`config.mk`:
```
export PLATFORM = sky130hd
export DESIGN_NAME = bicriteria_relax_pareto_front
export DESIGN_NICKNAME = d
export VERILOG_FILES = /design/src/bcrp_pkg.sv /design/src/bcrp_ram.sv /design/src/bcrp_front.sv /design/src/bicriteria_relax_pareto_front.sv
export SDC_FILE = /design/constraint.sdc
export NUM_CORES = 2
export LEC_CHECK = 0
export ABC_CLOCK_PERIOD_IN_PS = 9800
export BUFFER_PORTS_ARGS = -buffer_cell sky130_fd_sc_hd__buf_2
export CAP_MARGIN = 20
export CORE_MARGIN = 3
export CORE_UTILIZATION = 30
export CTS_CLUSTER_DIAMETER = 80
export CTS_CLUSTER_SIZE = 28
export DETAILED_ROUTE_END_ITERATION = 8
export MAX_ROUTING_LAYER = met4
export SYNTH_ARGS = -nofsm -noshare
export SYNTH_HDL_FRONTEND = slang
export SYNTH_SLANG_ARGS = --single-unit
```
`constraint.sdc`:
```
create_clock -name clk -period 9.8 [get_ports clk]
set_input_delay 0.98 -clock clk [delete_from_list [all_inputs] [get_ports clk]]
set_output_delay 0.98 -clock clk [all_outputs]
set_load 0.02 [all_outputs]
```
`src/bcrp_pkg.sv`:
```
`default_nettype none

package bcrp_pkg;

  // Field widths of the item and result channels.
  localparam int FIRST_W  = 6;
  localparam int SUM1_W   = 7;
  localparam int SECOND_W = 24;
  localparam int PRED_W   = 15;
  localparam int LIM1_W   = 7;
  localparam int CFG_W    = 24;

  // Second metric value that means no path is known.
  localparam logic [SECOND_W-1:0] INF = {SECOND_W{1'b1}};

  // Item opcodes; the fourth code is ignored.
  typedef enum logic [1:0] {
    OP_RELAX   = 2'd0,
    OP_EXTRACT = 2'd1,
    OP_CLEAR   = 2'd2
  } opcode_t;

  // Configuration register indexes.
  typedef enum logic [0:0] {
    REG_LIMIT_FIRST  = 1'b0,
    REG_LIMIT_SECOND = 1'b1
  } reg_idx_t;

  // One table slot as held in the memory.
  typedef struct packed {
    logic                mark;
    logic [SECOND_W-1:0] best;
    logic [PRED_W-1:0]   pred;
  } entry_t;

  localparam int ENTRY_W = $bits(entry_t);

  // One front entry on its way to the result channel.
  typedef struct packed {
    logic [FIRST_W-1:0]  first;
    logic [SECOND_W-1:0] second;
    logic [PRED_W-1:0]   pred;
    logic                ext;
  } front_entry_t;

  // Requests from the scan to the result buffer.
  typedef struct packed {
    logic         emit;
    logic         flush;
    front_entry_t entry;
  } emit_t;

endpackage

`default_nettype wire

```
`src/bcrp_ram.sv`:
```
`default_nettype none

module bcrp_ram #(
  parameter int WIDTH = 40,
  parameter int DEPTH = 64,
  localparam int AW = (DEPTH > 1) ? $clog2(DEPTH) : 1
) (
  input  wire logic             clk,
  input  wire logic             we,
  input  wire logic [AW-1:0]    waddr,
  input  wire logic [WIDTH-1:0] wdata,
  input  wire logic             re,
  input  wire logic [AW-1:0]    raddr,
  output logic      [WIDTH-1:0] rdata
);

  logic [WIDTH-1:0] mem [DEPTH];

  // One write port and one registered read port; a read of the entry being
  // written returns the old contents.
  always_ff @(posedge clk) begin
    if (we) begin
      mem[waddr] <= wdata;
    end
    if (re) begin
      rdata <= mem[raddr];
    end
  end

endmodule

`default_nettype wire

```
`src/bcrp_front.sv`:
```
`default_nettype none

module bcrp_front (
  input  wire logic           clk,
  input  wire logic           rst,
  input  wire bcrp_pkg::emit_t ev,
  output logic                out_free,
  output logic                m_tvalid,
  input  wire logic           m_tready,
  // m_tdata: front_first[5:0], front_second[29:6], front_pred[44:30],
  //          extendable[45], zero fill [47:46]
  output logic [47:0]         m_tdata,
  output logic                m_tlast,
  // m_tuser: entry_valid
  output logic                m_tuser
);

  bcrp_pkg::front_entry_t pend;
  logic                   pend_v;
  bcrp_pkg::front_entry_t outq;
  logic                   out_entry_valid;
  logic                   out_last;

  // The output register can take a new result at this edge.
  assign out_free = !m_tvalid || m_tready;

  // Control: a front entry is only known to be the final one when the scan
  // ends, so each entry waits in the pending register for the next one.
  always_ff @(posedge clk) begin
    if (rst) begin
      m_tvalid <= 1'b0;
      pend_v   <= 1'b0;
    end else begin
      if (m_tvalid && m_tready) begin
        m_tvalid <= 1'b0;
      end
      if (ev.emit) begin
        pend_v <= 1'b1;
        if (pend_v) begin
          m_tvalid <= 1'b1;
        end
      end else if (ev.flush) begin
        pend_v   <= 1'b0;
        m_tvalid <= 1'b1;
      end
    end
  end

  // Payload of the pending and output registers.
  always_ff @(posedge clk) begin
    if (ev.emit) begin
      pend <= ev.entry;
      if (pend_v) begin
        outq            <= pend;
        out_entry_valid <= 1'b1;
        out_last        <= 1'b0;
      end
    end else if (ev.flush) begin
      out_last <= 1'b1;
      if (pend_v) begin
        outq            <= pend;
        out_entry_valid <= 1'b1;
      end else begin
        outq            <= '0;
        out_entry_valid <= 1'b0;
      end
    end
  end

  assign m_tdata = {2'b00, outq.ext, outq.pred, outq.second, outq.first};
  assign m_tlast = out_last;
  assign m_tuser = out_entry_valid;

endmodule

`default_nettype wire

```
`src/bicriteria_relax_pareto_front.sv`:
```
`default_nettype none

// Pareto-front relaxation table for one destination.
// Items arrive on the s_ channel: s_tuser carries the opcode and s_tdata the
// path and edge metrics with the predecessor node. Front entries leave on the
// m_ channel, one transfer each; m_tlast marks the final entry of an extract
// and m_tuser is low only on the single marker of an empty front.
// Relax and clear items are taken one per cycle while the block idles and
// give no result. A relax reads its slot and writes it back in the next
// cycle; a relax that hits the slot written in the same cycle takes the
// new value through a bypass. An extract holds off further items while it
// reads every slot of the memory in turn. The scan advances one slot per
// cycle in which the output register can be loaded, so a stalled receiver
// stalls the scan and no entry is lost. The user must write the limits
// through cfg_we/cfg_addr/cfg_wdata only while the block idles; the block
// itself does not enforce this.
// Reset is synchronous: it restores the limits and clears the slot valid
// flip-flops at once, so every slot reads as infinity with no mark; there is
// no clearing pass and the block takes items in the first cycle after reset.
module bicriteria_relax_pareto_front #(
  parameter int DICT_SIZE = 64
) (
  input  wire logic        clk,
  input  wire logic        rst,
  input  wire logic        s_tvalid,
  output logic             s_tready,
  // s_tdata: path_first[5:0], path_second[29:6], edge_first[35:30],
  //          edge_second[59:36], from_node[74:60], zero fill [79:75]
  input  wire logic [79:0] s_tdata,
  // s_tuser: opcode
  input  wire logic [1:0]  s_tuser,
  output logic             m_tvalid,
  input  wire logic        m_tready,
  // m_tdata: front_first[5:0], front_second[29:6], front_pred[44:30],
  //          extendable[45], zero fill [47:46]
  output logic [47:0]      m_tdata,
  output logic             m_tlast,
  // m_tuser: entry_valid
  output logic             m_tuser,
  input  wire logic        cfg_we,
  input  wire logic [0:0]  cfg_addr,
  input  wire logic [23:0] cfg_wdata
);

  localparam int AW = (DICT_SIZE > 1) ? $clog2(DICT_SIZE) : 1;
  localparam logic [AW-1:0] LAST_IDX = AW'(DICT_SIZE - 1);

  typedef enum logic [1:0] {
    S_IDLE,
    S_SCAN,
    S_FLUSH
  } state_t;

  state_t state;

  logic [bcrp_pkg::LIM1_W-1:0]   limit_first;
  logic [bcrp_pkg::SECOND_W-1:0] limit_second;

  // Slot valid bits; a slot that is not valid reads as infinity, no mark.
  logic [DICT_SIZE-1:0] valid;

  // Input fields.
  logic [bcrp_pkg::FIRST_W-1:0]  path_first;
  logic [bcrp_pkg::SECOND_W-1:0] path_second;
  logic [bcrp_pkg::FIRST_W-1:0]  edge_first;
  logic [bcrp_pkg::SECOND_W-1:0] edge_second;
  logic [bcrp_pkg::PRED_W-1:0]   from_node;

  assign path_first  = s_tdata[5:0];
  assign path_second = s_tdata[29:6];
  assign edge_first  = s_tdata[35:30];
  assign edge_second = s_tdata[59:36];
  assign from_node   = s_tdata[74:60];

  logic                            acc;
  logic                            acc_relax;
  logic                            acc_extract;
  logic                            acc_clear;
  logic [bcrp_pkg::SUM1_W-1:0]     sum1;
  logic [bcrp_pkg::SECOND_W:0]     sum2;
  logic                            sum_ok;

  // Stage: the slot whose memory data is present this cycle.
  logic                            st_v;
  logic                            st_scan;
  logic                            st_last;
  logic [AW-1:0]                   st_idx;
  logic                            st_ok;
  logic [bcrp_pkg::SECOND_W-1:0]   st_s2;
  logic [bcrp_pkg::PRED_W-1:0]     st_pred;
  logic                            byp_v;
  bcrp_pkg::entry_t                byp_data;
  logic                            st_done;
  logic                            stage_free;

  logic [AW-1:0]                   rd_ptr;
  logic                            rd_more;
  logic                            scan_issue;
  logic                            rd_en;
  logic [AW-1:0]                   rd_addr;
  logic [bcrp_pkg::ENTRY_W-1:0]    ram_q;
  bcrp_pkg::entry_t                ram_entry;
  bcrp_pkg::entry_t                eff;

  logic                            wr_en;
  logic [AW-1:0]                   wr_addr;
  bcrp_pkg::entry_t                wr_data;

  logic [bcrp_pkg::SECOND_W-1:0]   bound;
  bcrp_pkg::emit_t                 ev;
  logic                            out_free;

  // Input handshake and decode.
  assign s_tready = (state == S_IDLE);
  assign acc      = s_tvalid && s_tready;

  always_comb begin
    acc_relax   = 1'b0;
    acc_extract = 1'b0;
    acc_clear   = 1'b0;
    case (s_tuser)
      bcrp_pkg::OP_RELAX:   acc_relax   = acc;
      bcrp_pkg::OP_EXTRACT: acc_extract = acc;
      bcrp_pkg::OP_CLEAR:   acc_clear   = acc;
      default: ;
    endcase
  end

  // Metric sums and the range checks of a relax.
  assign sum1   = {1'b0, path_first} + {1'b0, edge_first};
  assign sum2   = {1'b0, path_second} + {1'b0, edge_second};
  assign sum_ok = (sum1 < bcrp_pkg::SUM1_W'(DICT_SIZE)) && (sum1 < limit_first) &&
                  (sum2 < {1'b0, limit_second});

  // The stage finishes at once for a relax, and for a scan slot when the
  // result buffer can take whatever the slot produces.
  assign st_done    = st_v && (!st_scan || out_free);
  assign stage_free = !st_v || st_done;
  assign scan_issue = (state == S_SCAN) && rd_more && stage_free;
  assign rd_en      = acc_relax || acc_extract || scan_issue;

  always_comb begin
    if (acc_relax) begin
      rd_addr = sum1[AW-1:0];
    end else if (acc_extract) begin
      rd_addr = '0;
    end else begin
      rd_addr = rd_ptr;
    end
  end

  bcrp_ram #(
    .WIDTH (bcrp_pkg::ENTRY_W),
    .DEPTH (DICT_SIZE)
  ) u_table (
    .clk   (clk),
    .we    (wr_en),
    .waddr (wr_addr),
    .wdata (wr_data),
    .re    (rd_en),
    .raddr (rd_addr),
    .rdata (ram_q)
  );

  assign ram_entry = ram_q;

  // Slot contents as seen by the stage: bypass, memory or reset value.
  always_comb begin
    if (byp_v) begin
      eff = byp_data;
    end else if (valid[st_idx]) begin
      eff = ram_entry;
    end else begin
      eff.mark = 1'b0;
      eff.best = bcrp_pkg::INF;
      eff.pred = ram_entry.pred;
    end
  end

  // Update of a relaxed slot, and mark clearing plus front test in a scan.
  always_comb begin
    wr_en            = 1'b0;
    wr_addr          = st_idx;
    wr_data          = eff;
    ev.emit          = 1'b0;
    ev.flush         = (state == S_FLUSH) && out_free;
    ev.entry.first   = bcrp_pkg::FIRST_W'(st_idx);
    ev.entry.second  = eff.best;
    ev.entry.pred    = eff.pred;
    ev.entry.ext     = eff.mark;
    if (st_v && !st_scan) begin
      if (st_ok && (eff.best > st_s2)) begin
        wr_en        = 1'b1;
        wr_data.mark = 1'b1;
        wr_data.best = st_s2;
        wr_data.pred = st_pred;
      end
    end else if (st_done) begin
      if (eff.mark) begin
        wr_en        = 1'b1;
        wr_data.mark = 1'b0;
      end
      ev.emit = (eff.best < bound);
    end
  end

  bcrp_front u_front (
    .clk      (clk),
    .rst      (rst),
    .ev       (ev),
    .out_free (out_free),
    .m_tvalid (m_tvalid),
    .m_tready (m_tready),
    .m_tdata  (m_tdata),
    .m_tlast  (m_tlast),
    .m_tuser  (m_tuser)
  );

  // Control state: sequencer, stage valid, slot valid bits and limits.
  always_ff @(posedge clk) begin
    if (rst) begin
      state        <= S_IDLE;
      st_v         <= 1'b0;
      byp_v        <= 1'b0;
      rd_more      <= 1'b0;
      valid        <= '0;
      limit_first  <= bcrp_pkg::LIM1_W'(64);
      limit_second <= bcrp_pkg::INF;
    end else begin
      if (st_done) begin
        st_v <= 1'b0;
      end
      if (rd_en) begin
        st_v    <= 1'b1;
        st_scan <= !acc_relax;
        st_last <= (rd_addr == LAST_IDX);
        st_idx  <= rd_addr;
        // A write to the slot being read lands after the read; keep it.
        byp_v   <= wr_en && (wr_addr == rd_addr);
      end

      if (acc_extract) begin
        rd_ptr  <= AW'(1);
        rd_more <= 1'b1;
      end else if (scan_issue) begin
        rd_ptr  <= rd_ptr + AW'(1);
        rd_more <= (rd_ptr != LAST_IDX);
      end

      if (wr_en) begin
        valid[wr_addr] <= 1'b1;
      end
      if (acc_clear) begin
        valid <= '0;
      end

      case (state)
        S_IDLE: begin
          if (acc_extract) begin
            state <= S_SCAN;
          end
        end
        S_SCAN: begin
          if (st_done && st_scan && st_last) begin
            state <= S_FLUSH;
          end
        end
        S_FLUSH: begin
          if (out_free) begin
            state <= S_IDLE;
          end
        end
        default: state <= S_IDLE;
      endcase

      if (cfg_we) begin
        case (cfg_addr)
          bcrp_pkg::REG_LIMIT_FIRST:  limit_first  <= cfg_wdata[bcrp_pkg::LIM1_W-1:0];
          bcrp_pkg::REG_LIMIT_SECOND: limit_second <= cfg_wdata;
          default: ;
        endcase
      end
    end
  end

  // Stage payload and front bound.
  always_ff @(posedge clk) begin
    if (rd_en) begin
      byp_data <= wr_data;
    end
    if (acc_relax) begin
      st_ok   <= sum_ok;
      st_s2   <= sum2[bcrp_pkg::SECOND_W-1:0];
      st_pred <= from_node;
    end
    if (acc_extract) begin
      bound <= bcrp_pkg::INF;
    end else if (ev.emit) begin
      bound <= eff.best;
    end
  end

  // A relax writes back only while no extract is running.
  a_relax_write_idle: assert property (@(posedge clk) disable iff (rst)
    (wr_en && !st_scan) |-> (state == S_IDLE))
    else $error("relax write-back during an extract");

  // The end of the output flush always shows a final result.
  a_flush_last: assert property (@(posedge clk) disable iff (rst)
    (state == S_FLUSH && out_free) |=> (m_tvalid && m_tlast))
    else $error("extract ended without a final result");

  // A real front entry never carries infinity.
  a_entry_finite: assert property (@(posedge clk) disable iff (rst)
    (m_tvalid && m_tuser) |-> (m_tdata[29:6] != bcrp_pkg::INF))
    else $error("front entry with infinite second metric");

  // The empty-front marker is final and carries zeros.
  a_marker_form: assert property (@(posedge clk) disable iff (rst)
    (m_tvalid && !m_tuser) |-> (m_tlast && (m_tdata == '0)))
    else $error("malformed empty-front marker");

endmodule

`default_nettype wire

```
==> run metrics <==
Worst-Skew Late Latency=0.84 ns; Worst Setup Path Type=flop to flop; clock buffer depth=3; Post-layout nets=between 9,000 and 10,000; Arrival @ worst endpoint=between 7 and 8 ns; gp weighted congestion=around 0.83; Sequential Area=86,200 um2; Avg Inst Size Synth=roughly 13 um2; normalized max-slew margin=between 20% and 30%; largest family of logic cells by synthesized area=simple AND/OR/NAND/NOR gates; Synth Flop Type=edfxtp_1; Die Area=about 400,000 um2; Post-CTS Repair Setup Buffers=0; Net Sw Frac=around a quarter; setup TNS=0 ns; YS warnings=0; critical-path cell list=buf_4 -> and2b_1 -> a221oi_1 -> o221ai_1 -> a211oi_2 -> and3_1 -> buf_4 -> o31a_1 -> ha_1 -> and3_1 -> a221oi_1 -> o21ai_0 -> o21ai_0 -> o21bai_4 -> buf_4 -> nand2_1 -> o21ai_4 -> buf_4; final core utilization=~33%; post-DP HPWL=176,000 um; DP Cell Count=14,300; die height=635 um; Yosys top cell area share=a little over two thirds; CTS tree=yes; Starting Density=30.2%; Core Rows=230; Cells after Synth=around 9,400; Commonest cells post-synth=edfxtp_1, nand2_1, nand3_1; Routed Antenna Nets=0; Total GRT Usage=between 10% and 20%; fraction of layout instances using a drive strength above 1=8.14%; Fin Clk Skew=0.0420 ns; ys async rst share=0%; clock share of power=between 20 and 30%; register area share after synthesis=72.8%; DR vias=around 75,000; Detailed Route Iter0 Violations=9,449; Max Slew Vio Count=0; H-tree Lvls=4; post-synthesis simple-gate area fraction=roughly a fifth; total wire length=about 340,000 um; IO Pins=about 160; Tightest Hold Check Type=primary input to flop; worst path buffer plus inverter count=4; Comb power frac=under 10%; Vias/cell=about 5.2; vias in the first global route=roughly 69,000; hold-fix buffer count after cts=0; area leader, netlist=edfxtp_1; Switch Pwr=around 5.5 mW; Critical Path RT=10.34 ns; GRT overflow=0; VDD IR max=0.188 mV; fmax=between 100 and 150 MHz; startpoint of the worst hold path=s_tdata[61]; hold violation total from the final report=0; internal power=17.2 mW; global-route wire length before repair=between 400,000 and 500,000 um; Post-synth EDFFs=2,788; Sink Count=between 2,000 and 3,000; P&R area growth vs syn=9.59%; largest cells by area after synthesis=edfxtp_1, nand2_1, nand3_1; flops & latches, synth=2,914; fill cell count=approximately 38,000; Max Cap Violations=0; Die W=around 630 um; status=complete, no violations; delay of the slowest critical-path stage=0.66 ns; reg2reg start=st_idx[2]$_DFFE_PP_; post-cts resize count=0; largest net degree at the start of global routing=160; cell family with most CP delay=compound AO/OA/AOI/OAI gates; minimum clock period=~7 ns; crit path from=st_idx[2]$_DFFE_PP_; final setup fails=0; count of cell types in the netlist=84; core box area=~390,000 um2; critical path fanouts, max=~50; clk slew on worst S/H paths=0.10 ns; count leader, synth=edfxtp_1; # DRC=0; RSZ-0062 raised after global routing=no; slew at the pin with the worst max-slew slack=between 1 and 1.5 ns; post-synthesis xor/xnor area fraction=less than 1%; footprint of the multi-input gates=roughly 30,000 um2; Flop pwr share=60.9%; clk root buf=clkbuf_16; final std cells w/o fill=between 10,000 and 15,000; crit start category=flop; compound-cell area share of the yosys netlist=3.97%; kind of end point of the critical path=flop; Tcrit/Tclk final=a little under three quarters; Pwr Density=roughly 170 nW/um2; Lkg Pwr=approximately 44 nW; PortBufs=about 160; Post-Syn Area=119,000 um2; per-cell routed wire length=around 23 um; DRT Pass-1 Iters=6; multiplexer area fraction after synthesis=less than 1%; Worst path most repeated cell=buf_4; cts bufs inserted=~130; initial antenna violation count=14; post-synthesis adder-cell area fraction=under 10%; CP max-delay cell=edfxtp_1
[power groups by stage]
stage | Sequential [mW] | Combinational (mW) | Clock (mW)
floorplan | 14.1 | 1.35 | 0
global placement | 14.1 | 2.12 | 0
detailed placement | 14.1 | 2.14 | 0
CTS | 13.8 | 2.15 | 6.83
global route | 13.8 | 2.34 | 7.22
finish | 13.8 | 2.15 | 6.72
[routing by layer]
layer	part of all wire, %	routed length [um]	GRT usage (%)
met1	41	140000	21.9
met2	47	159000	26.1
met3	7.6	25600	1.92
met4	3.9	13100	6.24
met5	0	0	-
[logic make-up after synthesis]
kind of cell	after synthesis
AO/OA/AOI/OAI	626
flip-flops	2914
XOR/XNOR	36
AND/OR/NAND/NOR	4950
adder cells (fa/ha/maj)	109
multiplexers	35
other	1
buffers and inverters	749
[flip-flops by register name (all words and copies together) (netlist names), 2 cells and up]
name and cells:
u_table.mem 2560, st_pred 15, u_table.rdata 40, st_idx 6, valid 64, u_front.m_tdata 46
state 2, rd_ptr 6, u_front.pend 46, bound 24, limit_second 24, limit_first 7
byp_data 40, st_s2 24
[per-stage QoR]
step / cell area [um2] / worst slack (ns) / power [mW] / hold WS [ns]
after floorplan: 119000 / 2.10 / 15.4 / 0.412
after global placement: 126000 / 2.95 / 16.2 / 0.422
after detailed placement: 126000 / 2.94 / 16.2 / 0.433
after CTS: 130000 / 2.87 / 22.8 / 0.238
after global routing: 130000 / 2.33 / 23.4 / 0.270
final: 130000 / 2.81 / 22.7 / 0.310
[path summary, 6_finish.rpt]
path / depth (start not counted) / end / slack, ns
max: 18 / u_table.mem[62][33]$_DFFE_PP_ / 2.81
min reg2reg: 2 / valid[30]$_SDFFE_PP0P_ / 0.46
min: 1 / st_pred[1]$_DFFE_PP_ / 0.31
max reg2reg: 18 / u_table.mem[62][33]$_DFFE_PP_ / 2.81
[cell usage in the layout, fill, tap and decap left out, types with 42 or more instances in the layout]
cell type,instances
nand4_1,211
buf_2,156
ha_1,107
dfxtp_1,125
nand2_1,2680
buf_4,177
nor2b_1,57
inv_1,91
nor3_2,81
clkbuf_16,141
a32o_1,42
and3_1,192
a31oi_1,127
nand3_1,1509
o21ai_0,52
nor2_1,66
a32oi_1,80
edfxtp_1,2788
a21oi_1,46
[area by class of cell]
| cell class | count | share of cell area, % |
|---|---|---|
| flip-flops and latches | 2914 | 66.4 |
| inverters | 100 | 0.307 |
| diodes | 8 | 0.0154 |
| repair buffers | 359 | 2.02 |
| multi-input cells | 5758 | 23.0 |
| clock inverters | 44 | 0.400 |
| well taps | 5220 | 5.03 |
| clock buffers | 158 | 2.78 |
[worst register-to-register path: stages (launching register included)]
cell	delay, ns
edfxtp_1	0.66
buf_4	0.39
and2b_1	0.24
a221oi_1	0.27
o221ai_1	0.19
a211oi_2	0.43
and3_1	0.22
buf_4	0.31
o31a_1	0.31
ha_1	0.29
and3_1	0.20
a221oi_1	0.38
o21ai_0	0.29
o21ai_0	0.31
o21bai_4	0.40
buf_4	0.62
nand2_1	0.19
o21ai_4	0.27
buf_4	0.59
No activity file was read; power rests on OpenSTA's default activity.
